`src/sbl_pkg.sv`:
```
package sbl_pkg;

	localparam int NUM_BANDS = 5;
	localparam int BIN_COUNT = 128;
	localparam int CNT_W     = $clog2(BIN_COUNT + 1);
	localparam int CMP_W     = (CNT_W > 8) ? CNT_W : 8;
	localparam int BAND_W    = 3;

	typedef logic [NUM_BANDS-1:0][15:0] bounds_t;
	typedef logic [NUM_BANDS-1:0][7:0]  peaks_t;

	localparam bounds_t BOUNDS_RESET = {16'd32808, 16'd10256, 16'd4104, 16'd2052, 16'd1026};
	localparam logic [7:0] FLOOR_RESET = 8'd70;
	localparam logic [7:0] TOP_RESET   = 8'd170;

	// register indexes
	localparam logic [2:0] CFG_BAND0     = 3'd0;
	localparam logic [2:0] CFG_BAND1     = 3'd1;
	localparam logic [2:0] CFG_BAND2     = 3'd2;
	localparam logic [2:0] CFG_BAND3     = 3'd3;
	localparam logic [2:0] CFG_BAND4     = 3'd4;
	localparam logic [2:0] CFG_FLOOR_MIN = 3'd5;
	localparam logic [2:0] CFG_MAP_TOP   = 3'd6;

	// constant factors
	localparam logic [15:0] SCALE0_MUL = 16'd85;
	localparam logic [15:0] SCALE1_MUL = 16'd95;
	localparam logic [7:0]  SCALE_DIV  = 8'd100;
	localparam logic [15:0] FLOOR_MUL  = 16'd19;
	localparam logic [7:0]  FLOOR_DIV  = 8'd20;
	localparam logic [7:0]  LEVEL_MAX  = 8'd255;

	// divider request and response, quotient must fit in 8 bits
	typedef struct packed {
		logic        start;
		logic [15:0] dividend;
		logic [7:0]  divisor;
	} div_req_t;

	typedef struct packed {
		logic       done;
		logic [7:0] quot;
	} div_rsp_t;

endpackage

```
`src/spectrum_band_level_adaptive_floor_core.sv`:
```
// Band level meter: a bin word is taken while start is high and busy is low, and the five
// band maxima are kept on the fly. The bin flagged last_bin raises busy; the block then
// scales bands 0 and 1, maps each band to a level against the adaptive noise floor and
// puts out five level words on consecutive strobes of result_valid, then updates the
// floor. All divisions share one 8-step restoring divider, so how long the end of a
// frame keeps busy high depends on how many bands need a mapping division.
// result_valid lasts one cycle and cannot be held off, so the receiver must take
// every level word when it appears. Configuration writes are always ready and belong
// in the idle time between frames.
module spectrum_band_level_adaptive_floor_core
	import sbl_pkg::*;
(
	input  logic              clk,
	input  logic              arst_n,
	input  logic              start,
	output logic              busy,
	input  logic [7:0]        magnitude,
	input  logic              last_bin,
	output logic              result_valid,
	output logic [BAND_W-1:0] band_number,
	output logic [7:0]        level,
	output logic              last_band,
	input  logic              cfg_valid,
	output logic              cfg_ready,
	input  logic [2:0]        cfg_index,
	input  logic [15:0]       cfg_data
);

	localparam logic [2:0] ST_IDLE  = 3'd0;
	localparam logic [2:0] ST_FETCH = 3'd1;
	localparam logic [2:0] ST_SCALE = 3'd2;
	localparam logic [2:0] ST_EVAL  = 3'd3;
	localparam logic [2:0] ST_MAP   = 3'd4;
	localparam logic [2:0] ST_EMIT  = 3'd5;
	localparam logic [2:0] ST_FLOOR = 3'd6;

	logic [2:0]        state_q;
	logic [BAND_W-1:0] band_q;
	logic [7:0]        p_q;
	logic [7:0]        lvl_q;
	logic [7:0]        min_q;
	logic              have_min_q;
	logic [7:0]        floor_q;
	bounds_t           bounds_q;
	logic [7:0]        floor_min_q;
	logic [7:0]        top_q;

	logic        accept;
	logic [7:0]  rd_peak;
	logic        clear;
	div_req_t    div_req;
	div_rsp_t    div_rsp;
	logic [7:0]  p_diff;
	logic [15:0] map_num;
	logic [15:0] floor_num;

	assign accept    = start && !busy;
	assign busy      = (state_q != ST_IDLE);
	assign cfg_ready = 1'b1;

	assign p_diff    = p_q - floor_q;
	assign map_num   = {p_diff, 8'd0} - {8'd0, p_diff};
	assign floor_num = 16'(floor_q) * FLOOR_MUL + {8'd0, (have_min_q ? min_q : 8'd0)};
	assign clear     = (state_q == ST_FLOOR) && div_rsp.done;

	sbl_peaks u_peaks (
		.clk       (clk),
		.arst_n    (arst_n),
		.accept    (accept),
		.magnitude (magnitude),
		.last_bin  (last_bin),
		.bounds    (bounds_q),
		.clear     (clear),
		.rd_band   (band_q),
		.rd_peak   (rd_peak)
	);

	sbl_div u_div (
		.clk    (clk),
		.arst_n (arst_n),
		.req    (div_req),
		.rsp    (div_rsp)
	);

	// divider operands per sequencer step
	always_comb begin
		div_req = '0;
		unique case (state_q)
			ST_FETCH: begin
				if (band_q == BAND_W'(0)) begin
					div_req.start    = 1'b1;
					div_req.dividend = 16'(rd_peak) * SCALE0_MUL;
					div_req.divisor  = SCALE_DIV;
				end else if (band_q == BAND_W'(1)) begin
					div_req.start    = 1'b1;
					div_req.dividend = 16'(rd_peak) * SCALE1_MUL;
					div_req.divisor  = SCALE_DIV;
				end
			end
			ST_EVAL: begin
				div_req.start    = (p_q >= floor_q) && (floor_q < top_q) && (p_q < top_q);
				div_req.dividend = map_num;
				div_req.divisor  = top_q - floor_q;
			end
			ST_MAP: begin
				div_req.dividend = map_num;
				div_req.divisor  = top_q - floor_q;
			end
			ST_EMIT: begin
				div_req.start    = (band_q == BAND_W'(NUM_BANDS - 1));
				div_req.dividend = floor_num;
				div_req.divisor  = FLOOR_DIV;
			end
			ST_SCALE: begin
				div_req.dividend = '0;
				div_req.divisor  = SCALE_DIV;
			end
			ST_FLOOR: begin
				div_req.dividend = floor_num;
				div_req.divisor  = FLOOR_DIV;
			end
			default: div_req = '0;
		endcase
	end

	always_ff @(posedge clk or negedge arst_n) begin
		if (!arst_n) begin
			state_q     <= ST_IDLE;
			band_q      <= '0;
			have_min_q  <= 1'b0;
			floor_q     <= FLOOR_RESET;
			bounds_q    <= BOUNDS_RESET;
			floor_min_q <= FLOOR_RESET;
			top_q       <= TOP_RESET;
		end else begin
			if (cfg_valid && cfg_ready) begin
				case (cfg_index) inside
					CFG_BAND0, CFG_BAND1, CFG_BAND2, CFG_BAND3, CFG_BAND4:
						bounds_q[cfg_index] <= cfg_data;
					CFG_FLOOR_MIN: floor_min_q <= cfg_data[7:0];
					CFG_MAP_TOP:   top_q <= cfg_data[7:0];
					default: ;
				endcase
			end
			unique case (state_q)
				ST_IDLE: begin
					if (accept && last_bin) begin
						state_q    <= ST_FETCH;
						band_q     <= '0;
						have_min_q <= 1'b0;
					end
				end
				ST_FETCH: begin
					if (band_q == BAND_W'(0) || band_q == BAND_W'(1)) begin
						state_q <= ST_SCALE;
					end else begin
						state_q <= ST_EVAL;
					end
				end
				ST_SCALE: begin
					if (div_rsp.done) begin
						state_q <= ST_EVAL;
					end
				end
				ST_EVAL: begin
					if (p_q < floor_q) begin
						state_q <= ST_EMIT;
					end else begin
						if (!have_min_q || p_q < min_q) begin
							have_min_q <= 1'b1;
						end
						if (floor_q >= top_q || p_q >= top_q) begin
							state_q <= ST_EMIT;
						end else begin
							state_q <= ST_MAP;
						end
					end
				end
				ST_MAP: begin
					if (div_rsp.done) begin
						state_q <= ST_EMIT;
					end
				end
				ST_EMIT: begin
					if (band_q == BAND_W'(NUM_BANDS - 1)) begin
						state_q <= ST_FLOOR;
					end else begin
						band_q  <= band_q + BAND_W'(1);
						state_q <= ST_FETCH;
					end
				end
				ST_FLOOR: begin
					if (div_rsp.done) begin
						floor_q <= (div_rsp.quot < floor_min_q) ? floor_min_q : div_rsp.quot;
						state_q <= ST_IDLE;
					end
				end
				default: state_q <= ST_IDLE;
			endcase
		end
	end

	// datapath registers
	always_ff @(posedge clk) begin
		unique case (state_q)
			ST_FETCH: p_q <= rd_peak;
			ST_SCALE: begin
				if (div_rsp.done) begin
					p_q <= div_rsp.quot;
				end
			end
			ST_EVAL: begin
				if (p_q < floor_q) begin
					lvl_q <= '0;
				end else begin
					if (!have_min_q || p_q < min_q) begin
						min_q <= p_q;
					end
					lvl_q <= LEVEL_MAX;
				end
			end
			ST_MAP: begin
				if (div_rsp.done) begin
					lvl_q <= div_rsp.quot;
				end
			end
			default: ;
		endcase
	end

	assign result_valid = (state_q == ST_EMIT);
	assign band_number  = band_q;
	assign level        = lvl_q;
	assign last_band    = (band_q == BAND_W'(NUM_BANDS - 1));

	a_result_busy: assert property (@(posedge clk) disable iff (!arst_n)
		result_valid |-> busy)
		else $error("result strobe outside a frame end");

	a_last_starts: assert property (@(posedge clk) disable iff (!arst_n)
		(start && !busy && last_bin) |=> (busy && band_number == BAND_W'(0)))
		else $error("last bin did not start band processing");

	a_floor_follows: assert property (@(posedge clk) disable iff (!arst_n)
		(result_valid && last_band) |=> (busy && !result_valid))
		else $error("floor update did not follow the last band");

	a_band_range: assert property (@(posedge clk) disable iff (!arst_n)
		result_valid |-> (band_number <= BAND_W'(NUM_BANDS - 1)))
		else $error("band number out of range");

endmodule

```
`src/sbl_div.sv`:
```
module sbl_div
	import sbl_pkg::*;
(
	input  logic     clk,
	input  logic     arst_n,
	input  div_req_t req,
	output div_rsp_t rsp
);

	logic       run_q;
	logic       done_q;
	logic [2:0] cnt_q;
	logic [7:0] rem_q;
	logic [7:0] sh_q;
	logic [8:0] trial;
	logic       qbit;
	logic [8:0] diff;

	assign trial = {rem_q, sh_q[7]};
	assign qbit  = (trial >= {1'b0, req.divisor});
	assign diff  = trial - {1'b0, req.divisor};

	always_ff @(posedge clk or negedge arst_n) begin
		if (!arst_n) begin
			run_q  <= 1'b0;
			done_q <= 1'b0;
			cnt_q  <= '0;
		end else begin
			done_q <= 1'b0;
			if (req.start) begin
				run_q <= 1'b1;
				cnt_q <= '0;
			end else if (run_q) begin
				cnt_q <= cnt_q + 3'd1;
				if (cnt_q == 3'd7) begin
					run_q  <= 1'b0;
					done_q <= 1'b1;
				end
			end
		end
	end

	// restoring division, one quotient bit per cycle
	always_ff @(posedge clk) begin
		if (req.start) begin
			rem_q <= req.dividend[15:8];
			sh_q  <= req.dividend[7:0];
		end else if (run_q) begin
			rem_q <= qbit ? diff[7:0] : trial[7:0];
			sh_q  <= {sh_q[6:0], qbit};
		end
	end

	assign rsp.done = done_q;
	assign rsp.quot = sh_q;

endmodule

```
`src/sbl_peaks.sv`:
```
module sbl_peaks
	import sbl_pkg::*;
(
	input  logic              clk,
	input  logic              arst_n,
	input  logic              accept,
	input  logic [7:0]        magnitude,
	input  logic              last_bin,
	input  bounds_t           bounds,
	input  logic              clear,
	input  logic [BAND_W-1:0] rd_band,
	output logic [7:0]        rd_peak
);

	logic [CNT_W-1:0] bin_cnt_q;
	peaks_t           peak_q;
	logic [CMP_W-1:0] pos;

	assign pos = CMP_W'(bin_cnt_q);

	always_ff @(posedge clk or negedge arst_n) begin
		if (!arst_n) begin
			bin_cnt_q <= '0;
			peak_q    <= '0;
		end else begin
			if (clear) begin
				peak_q <= '0;
			end else if (accept && (bin_cnt_q < CNT_W'(BIN_COUNT))) begin
				for (int k = 0; k < NUM_BANDS; k++) begin
					if ((pos >= CMP_W'(bounds[k][6:0])) && (pos < CMP_W'(bounds[k][15:8]))
					    && (magnitude > peak_q[k])) begin
						peak_q[k] <= magnitude;
					end
				end
			end
			if (accept) begin
				if (last_bin) begin
					bin_cnt_q <= '0;
				end else if (bin_cnt_q < CNT_W'(BIN_COUNT)) begin
					bin_cnt_q <= bin_cnt_q + CNT_W'(1);
				end
			end
		end
	end

	assign rd_peak = peak_q[rd_band];

endmodule
```
`config.mk`:
```
export PLATFORM = sky130hd
export DESIGN_NAME = spectrum_band_level_adaptive_floor_core
export DESIGN_NICKNAME = d
export VERILOG_FILES = /design/src/sbl_pkg.sv /design/src/spectrum_band_level_adaptive_floor_core.sv /design/src/sbl_div.sv /design/src/sbl_peaks.sv
export SDC_FILE = /design/constraint.sdc
export NUM_CORES = 1
export LEC_CHECK = 0
export ABC_AREA = 1
export BUFFER_PORTS_ARGS = -buffer_cell sky130_fd_sc_hd__buf_2
export CAP_MARGIN = 20
export CORE_MARGIN = 8
export CORE_UTILIZATION = 33
export DETAILED_ROUTE_END_ITERATION = 16
export GPL_TIMING_DRIVEN = 0
export HOLD_SLACK_MARGIN = 0.1
export PLACE_DENSITY_LB_ADDON = 0.15
export SETUP_SLACK_MARGIN = 0.4
export SLEW_MARGIN = 20
export SYNTH_ARGS = -nofsm -noshare
export SYNTH_HDL_FRONTEND = slang
export SYNTH_SLANG_ARGS = --single-unit
export TNS_END_PERCENT = 100
```
`constraint.sdc`:
```
create_clock -name clk -period 9.55 [get_ports clk]
set_input_delay 0.4775 -clock clk [delete_from_list [all_inputs] [get_ports clk]]
set_output_delay 0.4775 -clock clk [all_outputs]
set_load 0.02 [all_outputs]
```
==> results.json, run 1 <==
{
  "ant_nets": 0,
  "rows": 82,
  "wire_per_inst_um": 17.4,
  "drc": 0,
  "hold_slack_ns": 0.282,
  "clk_latency_ns": 0.48,
  "netlist_instances": 2117,
  "die_h_um": 240,
  "syn_nets": 2435,
  "cts.clk_slew.worst_paths_ns": 0.08,
  "die-area_um2": 57400,
  "crit_fanout": 10,
  "io_pins": 47,
  "ys_ff_latch": 199,
  "synth_area_per_cell_um2": 7.80,
  "initialDrtViolationCount": 956,
  "numCtsBuffers": 17,
  "power_density_nw_per_um2": 114,
  "path_class": "flop to flop",
  "syn_area_um2": 16500,
  "grt_pass1_wl_um": 79100,
  "antenna_cells": 0,
  "clock-sinks": 199,
  "synth_top_area_share_pct": 20.8,
  "drive_above_1_share_pct": 7.00,
  "finClkSkew_ns": 0.0166,
  "clk_path_buf_depth": 2,
  "crit_arrival_ns": 6.52,
  "core_um2": 49800,
  "hold_buffers": 1,
  "min_period_over_period_pct": 65.9,
  "place.gp.congestion": 0.891,
  "endpoint_kind": "flop",
  "grt_usage_pct": 17.8,
  "finalCriticalPeriod_ns": 6.30,
  "cts_root_buf": "clkbuf_16",
  "max_freq_mhz": 159,
  "critPathLaunchType": "flop",
  "fin_tns_setup_ns": 0,
  "slew_headroom_pct": 36.7,
  "status": "finished, final reports clean",
  "start_util_pct": 33.2,
  "postCtsResizedCells": 0,
  "worst_slew_pin_slew_ns": 0.940,
  "yosys_warnings": 0,
  "maxCapViolations": 0,
  "die_x_um": 240,
  "final_common_cell": "nand2_1",
  "final_cell_mix": "nand2_1 (429), inv_1 (361), ha_1 (242), o21ai_0 (234), a21oi_1 (151)",
  "antenna_found_initial": 0,
  "ys_types": 54,
  "final_nets": 2504,
  "ys_seq_area_share_pct": 31.6,
  "cts_max_level": 4,
  "detail_route.vias_per_cell": 4.98,
  "area_growth_pct": 10.7,
  "vias": 14300,
  "post_cts_buffers": 0,
  "grt_max_degree": 87,
  "hold_viol": 0,
  "wl_um": 49900,
  "holdCritPathClass": "primary input to flop",
  "grt_pass1_vias": 14200,
  "synth.area.top_cells": "dfrtp_1 (21%), ha_1 (18%), nand2_1 (9.8%)",
  "slew_violations": 0,
  "ir_drop_uv": 131,
  "finalSetupViolations": 0,
  "cts_tree": "done",
  "port_buffers": 45,
  "drt-pass1-iter-count": 8,
  "place_hpwl_um": 39500,
  "worstPathRequired_ns": 9.78,
  "grt_overflow": 0,
  "leakage_nw": 8.90,
  "yosys.area.top_type": "dfrtp_1",
  "rsz0062_at_grt": "no"
}
[final cells by class]
| cell class | count | area [µm²] |
|---|---|---|
| multi-input combinational | 1498 | 9690 |
| timing repair buffer | 50 | 295 |
| clock inverter | 13 | 178 |
| clock buffer | 19 | 443 |
| sequential | 199 | 5210 |
| inverter | 375 | 1410 |
| fill | 5258 | 31500 |
| tap | 672 | 841 |
| buffer | 45 | 206 |
[flip-flops by register name, summed over array words and instances (netlist names)]
register,count
band_number,3
bounds_q,75
floor_min_q,8
floor_q,8
have_min_q,1
level,8
min_q,8
p_q,8
state_q,3
top_q,8
u_div.cnt_q,3
u_div.done_q,1
u_div.rem_q,8
u_div.run_q,1
u_div.sh_q,8
u_peaks.bin_cnt_q,8
u_peaks.peak_q,40
[worst paths after layout]
| path | start | to | slack, ns | cells after the start |
|---|---|---|---|---|
| hold / removal | cfg_data[7] | top_q[7]$_DFFE_PN1P_ | 0.28 | 3 |
| setup / recovery | band_number[0]$_DFFE_PN0P_ | u_div.rem_q[6]$_DFFE_PP_ | 3.25 | 27 |
| min in group asynchronous | arst_n | u_peaks.peak_q[18]$_DFFE_PN0P_ | 0.57 | 2 |
| max in group asynchronous | arst_n | bounds_q[59]$_DFFE_PN1P_ | 8.09 | 3 |
| setup reg to reg | band_number[0]$_DFFE_PN0P_ | u_div.rem_q[6]$_DFFE_PP_ | 3.25 | 27 |
| hold reg to reg | bounds_q[22]$_DFFE_PN0P_ | bounds_q[22]$_DFFE_PN0P_ | 0.49 | 2 |
[synthesized netlist by cell type (all sizes together)]
library cell / count
dfstp: 22
a211oi: 7
fa: 44
or2: 4
a21boi: 1
buf: 18
nor3b: 1
o21a: 7
clkinv: 4
o31ai: 3
nand2: 436
a21o: 7
o311ai: 2
o211ai: 14
xnor2: 5
o2111ai: 2
dfrtp: 137
clkbuf: 27
xor2: 12
nand4: 24
o22ai: 1
a311oi: 1
a32oi: 1
a21oi: 153
conb: 1
a31oi: 6
edfxtp: 40
nor4: 1
o21ai: 266
nor3: 25
nor2: 104
o21bai: 3
inv: 371
nand3b: 5
nand3: 119
ha: 242
o221ai: 1
[worst max-delay path, cell delays in order, from the launching register on]
cell and delay (ns):
dfrtp_1 0.46, clkinv_1 0.30, clkbuf_1 0.34, o21ai_0 0.39, nand3_1 0.12, o21ai_1 0.26, buf_4 0.26, inv_1 0.17
fa_1 0.51, fa_1 0.49, inv_1 0.05, fa_1 0.53, inv_1 0.06, fa_1 0.50, inv_1 0.04, ha_1 0.36
a21oi_1 0.25, nor2_1 0.08, nor2_1 0.12, nand2_1 0.09, nand2_1 0.10, nand3_1 0.07, nand3_1 0.09, nand2_1 0.06
nand3_1 0.14, nand2_1 0.07, nand2_1 0.07, nand2_1 0.07
[layer usage]
metal | part of all wire (%) | up-vias | track usage [%]
li1 | - | 7146 | -
met1 | 46 | 6783 | 23.3
met2 | 47 | 309 | 29.9
met3 | 4.4 | 68 | 2.73
met4 | 2.5 | 0 | 5.75
met5 | 0 | - | 0
[per-stage QoR]
stage               utilization (%)  instances  power [mW]  worst slack (ns)  cell area [µm²]
CTS                            36.7       2871        2.12              3.33            18300
global placement               35.3       2834        1.31              2.78            17600
detailed placement             35.4       2838        1.33              3.32            17600
global route                   36.7       2871        2.21              2.96            18300
finish                         36.7       2871        2.09              3.25            18300
floorplan                         -       2117        1.22              4.18            16500
[cells by family (layout without fill, tap and decap cells)]
group / count (synthesis) / count (layout) / synth area share (%)
buf+inv: 420 / 502 / 9.78
fa+ha+maj: 286 / 286 / 23.7
other cells: 1 / 1 / 0.0227
xor+xnor: 17 / 17 / 0.948
simple gates: 719 / 719 / 18.6
flops: 199 / 199 / 31.6
compound gates: 475 / 475 / 15.4
[power breakdown]
| part | total [mW] | leakage, nW | switching [mW] | internal, mW |
|---|---|---|---|---|
| registers | 0.991 | 2.29 | 0.0453 | 0.946 |
| clock network | 0.778 | 0.303 | 0.391 | 0.387 |
| logic | 0.319 | 6.30 | 0.195 | 0.124 |
(Power assumes the default switching activity.)
==> run 2, diff against run 1 <==
- ABC_AREA: 1 -> 0
- clock period: 9.55 -> 6.57 ns (I/O delays scaled with it)
==> results.json, run 2 <==
{
  "drt-pass1-iter-count": 6,
  "crit_arrival_ns": 6.15,
  "worstPathRequired_ns": 6.77,
  "core_um2": 49800,
  "start_util_pct": 33.2,
  "numCtsBuffers": 17,
  "cp_top_family": "adder cells",
  "reg2reg_depth": 23,
  "finalCriticalPeriod_ns": 5.96,
  "cts.clk_slew.worst_paths_ns": 0.09,
  "fin_tns_setup_ns": 0,
  "ys_seq_area_share_pct": 31.5,
  "timing.rr.start": "band_number[1]$_DFFE_PN0P_",
  "status": "finished, final reports clean",
  "clk_latency_ns": 0.47,
  "design_area_um2": 18400,
  "holdCritPathClass": "primary input to flop",
  "critical_path.startpoint": "band_number[1]$_DFFE_PN0P_",
  "path_class": "flop to flop",
  "grt_usage_pct": 17.2,
  "slowest_delay_ns": 0.53,
  "place.gp.congestion": 0.894,
  "final_common_cell": "inv_1",
  "r2r_slack_ns": 0.61,
  "synth_xor_area_share_pct": 2.12,
  "synth_edf_count": 40,
  "syn_nets": 2101,
  "antenna_found_initial": 1,
  "synthMuxAreaShare_pct": 6.05,
  "synth.area.top_cells": "dfrtp_1 (21%), ha_1 (18%), edfxtp_1 (7.3%)",
  "critPathLaunchType": "flop",
  "ys_types": 84,
  "postSynth.asyncResetShare_pct": 79.9,
  "antenna_cells": 0,
  "max_freq_mhz": 168,
  "crit_chain": "clkbuf_2 -> inv_2 -> and3_1 -> clkbuf_2 -> nand2_1 -> o21ai_1 -> buf_4 -> clkinvlp_4 -> fa_1 -> fa_1 -> inv_1 -> fa_1 -> inv_1 -> fa_1 -> inv_1 -> ha_1 -> nor3_1 -> o21ai_0 -> a41o_1 -> a21oi_1 -> xnor2_1 -> a2111oi_1 -> a22oi_1",
  "clock-sinks": 199,
  "vias": 13200,
  "whs_endpoint": "bounds_q[44]$_DFFE_PN1P_",
  "grt_max_degree": 64,
  "yosys.area.top_type": "dfrtp_1",
  "grt_pass1_vias": 13500,
  "largest_register": "bounds_q",
  "synth_common_cells": "inv_1 (250), ha_1 (242), o21ai_0 (159)",
  "cts_max_level": 4,
  "worst-path-buf-inv": 8,
  "wire_per_inst_um": 19.1,
  "io_pins": 47,
  "die-area_um2": 57500,
  "detail_route.vias_per_cell": 5.19,
  "finalSetupViolations": 0,
  "die_h_um": 240,
  "synth_flop_cell": "dfrtp_1",
  "cts_root_buf": "clkbuf_16",
  "ant_nets": 0,
  "drc": 0,
  "yosys.area_share.simple_pct": 12.3,
  "final_cell_mix": "inv_1 (247), ha_1 (242), o21ai_0 (151), nand2_1 (145), dfrtp_1 (137)",
  "wl_um": 48500,
  "cp_slowest_cell": "fa_1",
  "synth_area_per_cell_um2": 9.27,
  "synthAdderAreaFrac_pct": 23.6,
  "slew_violations": 0,
  "crit_fanout": 9,
  "holdCritStartpoint": "cfg_data[12]",
  "place_hpwl_um": 38400,
  "area_growth_pct": 11.4,
  "min_period_over_period_pct": 90.7,
  "netlist_instances": 1783,
  "grt_overflow": 0,
  "synthMostInstantiatedCell": "inv_1",
  "dp_slack_ns": 0.0787,
  "clk_path_buf_depth": 2,
  "regToRegEndpoint": "u_div.rem_q[3]$_DFFE_PP_",
  "synth_top_area_share_pct": 20.7,
  "rsz0062_at_grt": "yes",
  "endpoint_kind": "flop",
  "drive_above_1_share_pct": 10.6,
  "hold_viol": 0,
  "largest_register_ffs": 75,
  "port_buffers": 42,
  "worst_slew_pin_slew_ns": 0.908,
  "maxCapViolations": 0,
  "post_dp_cell_area_um2": 17700,
  "hold-path-cell-count": 3,
  "yosys_warnings": 0,
  "syn_area_um2": 16500,
  "slew_headroom_pct": 39.1,
  "reg_top3": "bounds_q: 75 flops, u_peaks.peak_q: 40 flops",
  "ys_ff_latch": 199,
  "synth_top_family_by_area": "adder cells",
  "synth_compound_area_share_pct": 17.4,
  "grt_pass1_wl_um": 77000,
  "final_nets": 2175,
  "finClkSkew_ns": 0.0149,
  "rows": 82,
  "initialDrtViolationCount": 854,
  "die_x_um": 240,
  "fin_ws_ns": 0.612,
  "hold_slack_ns": 0.148,
  "crit_top_cell": "fa_1",
  "cts_tree": "done"
}
[run 2: changes by cell type in the layout (fill, tap and decap cells not counted), moves of 20 or more]
cell     previous run  this run
mux2i_1             0        29
o21ai_0           234       151
nand3_1           116        58
o21a_1              7        31
mux2_2              0        47
nand2_1           429       145
a21o_1              7        27
a21oi_1           151       123
inv_1             361       247
nor2_1             98        51
[run 2: area by class of cell]
type	instances	area, µm²
sequential	199	5210
tap	672	841
buffer	54	231
inverter	250	946
fill	5059	31400
timing repair buffer	55	367
multi-input combinational	1280	10200
clock inverter	15	183
clock buffer	17	425
[run 2: how the worst max path moves through the flow]
| stage | endpoint | slack, ns | depth (start not counted) |
|---|---|---|---|
| floorplan | u_div.rem_q[3]$_DFFE_PP_ | 0.55 | 20 |
| global placement | u_div.rem_q[3]$_DFFE_PP_ | -0.97 | 20 |
| detailed placement | u_div.rem_q[4]$_DFFE_PP_ | 0.08 | 20 |
| CTS | u_div.rem_q[3]$_DFFE_PP_ | 0.40 | 23 |
| global route | u_div.rem_q[3]$_DFFE_PP_ | 0.28 | 23 |
| finish | u_div.rem_q[3]$_DFFE_PP_ | 0.61 | 23 |
[run 2: metrics by stage]
step / cells / util, %
2_1_floorplan: 1783 / -
6_report: 2542 / 37.0
3_3_place_gp: 2497 / 35.3
4_1_cts: 2540 / 36.9
5_1_grt: 2542 / 37.0
3_5_place_dp: 2506 / 35.6
[run 2: routing by layer]
| layer | share of wire [%] | up-vias | global-route usage (%) |
|---|---|---|---|
| li1 | - | 6462 | - |
| met1 | 46 | 6456 | 22.5 |
| met2 | 48 | 220 | 29.3 |
| met3 | 3.5 | 54 | 2.85 |
| met4 | 2.1 | 2 | 4.50 |
| met5 | 0.021 | - | 0 |
[run 2: cells by family (layout without fill, tap and decap cells)]
kind of cell / after synthesis / count (layout)
compound gates: 465 / 465
xor+xnor: 40 / 40
simple gates: 404 / 404
fa+ha+maj: 286 / 286
flops: 199 / 199
buf+inv: 304 / 391
mux: 84 / 84
other cells: 1 / 1
[run 2: what timing repair did]
item,CTS,global route
pin swaps,0,0
buffers inserted,0,2
endpoints found under the setup margin,6,6
gates resized for setup,5,14
hold buffers,2,0
hold endpoints to repair,48,0
[run 2: tightest hold or removal path, cell delays in order]
cell     delay [ns]
buf_2          0.15
nand2_1        0.06
o21ai_0        0.07
Power of run 2 is not shown: default switching activity piles up to over one toggle a cycle in this logic, so the estimate is an artifact.
==> run 3, diff against run 2 <==
- clock period: 6.57 -> 5.6 ns (I/O delays scaled with it)
==> results.json, run 3 (synthesized netlist as in run 2, its figures left out) <==
{
  "clk_path_buf_depth": 2,
  "core_um2": 49800,
  "final_cell_mix": "inv_1 (235), ha_1 (232), o21ai_0 (145), nand2_1 (144), dfrtp_1 (136)",
  "hold-path-cell-count": 3,
  "die_x_um": 240,
  "slew_violations": 0,
  "place.gp.congestion": 0.898,
  "dp_slack_ns": -0.818,
  "final-seq-area_um2": 5210,
  "regToRegEndpoint": "u_div.rem_q[2]$_DFFE_PP_",
  "r2r_slack_ns": 0.44,
  "grt_max_degree": 93,
  "cts_tree": "done",
  "antenna_found_initial": 3,
  "drt-pass1-iter-count": 5,
  "whs_endpoint": "bounds_q[9]$_DFFE_PN0P_",
  "rsz0062_at_grt": "yes",
  "post-route-util_pct": 38.2,
  "fillers": 4975,
  "crit_chain": "buf_4 -> buf_6 -> mux4_2 -> inv_1 -> o21ai_4 -> clkinvlp_4 -> fa_1 -> fa_1 -> inv_1 -> fa_1 -> ha_1 -> ha_4 -> a21oi_2 -> inv_1 -> o41ai_2 -> buf_4 -> xor2_1 -> o32ai_1 -> a21oi_1 -> a32oi_1",
  "io_pins": 47,
  "crit_fanout": 5,
  "place_hpwl_um": 38100,
  "drive_above_1_share_pct": 14.1,
  "finalSetupViolations": 0,
  "port_buffers": 42,
  "grt_overflow": 0,
  "fin_ws_ns": 0.445,
  "drc": 0,
  "die_h_um": 240,
  "max_freq_mhz": 194,
  "path_class": "flop to flop",
  "reg_top3": "bounds_q: 75 flops, u_peaks.peak_q: 40 flops",
  "finClkSkew_ns": 0.0158,
  "area_growth_pct": 14.8,
  "vias": 13300,
  "cp_slowest_cell": "fa_1",
  "cts.clk_slew.worst_paths_ns": 0.08,
  "worst_slew_pin_slew_ns": 0.900,
  "numCtsBuffers": 17,
  "die-area_um2": 57500,
  "cts_max_level": 4,
  "grt_usage_pct": 17.5,
  "worst-path-buf-inv": 7,
  "rows": 82,
  "start_util_pct": 33.2,
  "min_period_over_period_pct": 92.1,
  "final_nets": 2199,
  "grt_pass1_vias": 13500,
  "hold_slack_ns": 0.117,
  "clk_latency_ns": 0.47,
  "wire_per_inst_um": 19.3,
  "final_common_cell": "inv_1",
  "ant_nets": 0,
  "worstPathRequired_ns": 5.78,
  "slew_headroom_pct": 39.5,
  "largest_register": "bounds_q",
  "multiInputGateArea_um2": 10500,
  "timing.rr.start": "band_number[0]$_DFFE_PN0P_",
  "crit_arrival_ns": 5.34,
  "slowest_delay_ns": 0.49,
  "holdCritStartpoint": "cfg_data[9]",
  "holdCritPathClass": "primary input to flop",
  "largest_register_ffs": 75,
  "reg2reg_depth": 20,
  "initialDrtViolationCount": 703,
  "finalCriticalPeriod_ns": 5.16,
  "cts_root_buf": "clkbuf_16",
  "wl_um": 49500,
  "cp_top_family": "adder cells",
  "grt_pass1_wl_um": 77700,
  "detail_route.vias_per_cell": 5.19,
  "fin_tns_setup_ns": 0,
  "hold_viol": 0,
  "critPathLaunchType": "flop",
  "endpoint_kind": "flop",
  "maxCapViolations": 0,
  "clock-sinks": 199,
  "status": "finished, final reports clean"
}
run 3: cell count changes in the layout (fill, tap and decap cells not counted), sizes merged:
cell / delta
buf: +19
bufinv: +1
clkinv: -3
diode: +1
dlygate4sd3: +6
inv: +1
run 3: area by class of cell:
type,instances,area share (%)
buffer,54,1.38
antenna,1,0.0132
timing repair buffer,79,2.91
clock buffer,18,2.31
sequential,199,27.4
tap,672,4.43
inverter,250,5.03
clock inverter,14,0.949
multi-input combinational,1280,55.5
run 3: worst max path at each step:
stage / startpoint / to / slack, ns / cells after the start
after detailed placement: band_number[2]$_DFFE_PN0P_ / u_div.rem_q[4]$_DFFE_PP_ / -0.82 / 17
after global placement: band_number[2]$_DFFE_PN0P_ / u_div.rem_q[4]$_DFFE_PP_ / -0.85 / 17
after global routing: band_number[0]$_DFFE_PN0P_ / u_div.rem_q[3]$_DFFE_PP_ / 0.32 / 20
after CTS: band_number[0]$_DFFE_PN0P_ / u_div.rem_q[3]$_DFFE_PP_ / 0.40 / 20
final: band_number[0]$_DFFE_PN0P_ / u_div.rem_q[2]$_DFFE_PP_ / 0.44 / 20
after floorplan: band_number[1]$_DFFE_PN0P_ / u_div.rem_q[3]$_DFFE_PP_ / 0.37 / 21
run 3: worst reg2reg max path, stage by stage, from the launching register on:
cell	delay (ns)
dfrtp_2	0.43
buf_4	0.14
buf_6	0.13
mux4_2	0.35
inv_1	0.07
o21ai_4	0.29
clkinvlp_4	0.17
fa_1	0.46
fa_1	0.49
inv_1	0.05
fa_1	0.49
ha_1	0.35
ha_4	0.19
a21oi_2	0.13
inv_1	0.07
o41ai_2	0.28
buf_4	0.18
xor2_1	0.17
o32ai_1	0.09
a21oi_1	0.18
a32oi_1	0.14
run 3: metal layers:
layer	part of all wire [%]	wire, µm	track usage (%)	vias up
li1	-	-	-	6506
met1	46	22800	22.6	6535
met2	48	23800	29.5	209
met3	3.2	1590	2.88	62
met4	2.7	1330	5.44	4
met5	0.055	27	0	-
run 3: repair_timing:
item / CTS / global route
hold buffers: 8 / 0
buffers inserted: 19 / 6
cloned: 0 / 1
endpoints found under the setup margin: 11 / 9
endpoints found under the hold margin: 77 / 0
pin swaps: 19 / 30
gates resized for setup: 56 / 35
run 3: stage by stage:
step	instance area [µm²]	std cells
CTS	18800	2559
global placement	17600	2497
detailed placement	17700	2500
global route	19000	2567
finish	19000	2567
floorplan	16600	1783
Power of run 3 is left out for the same reason.
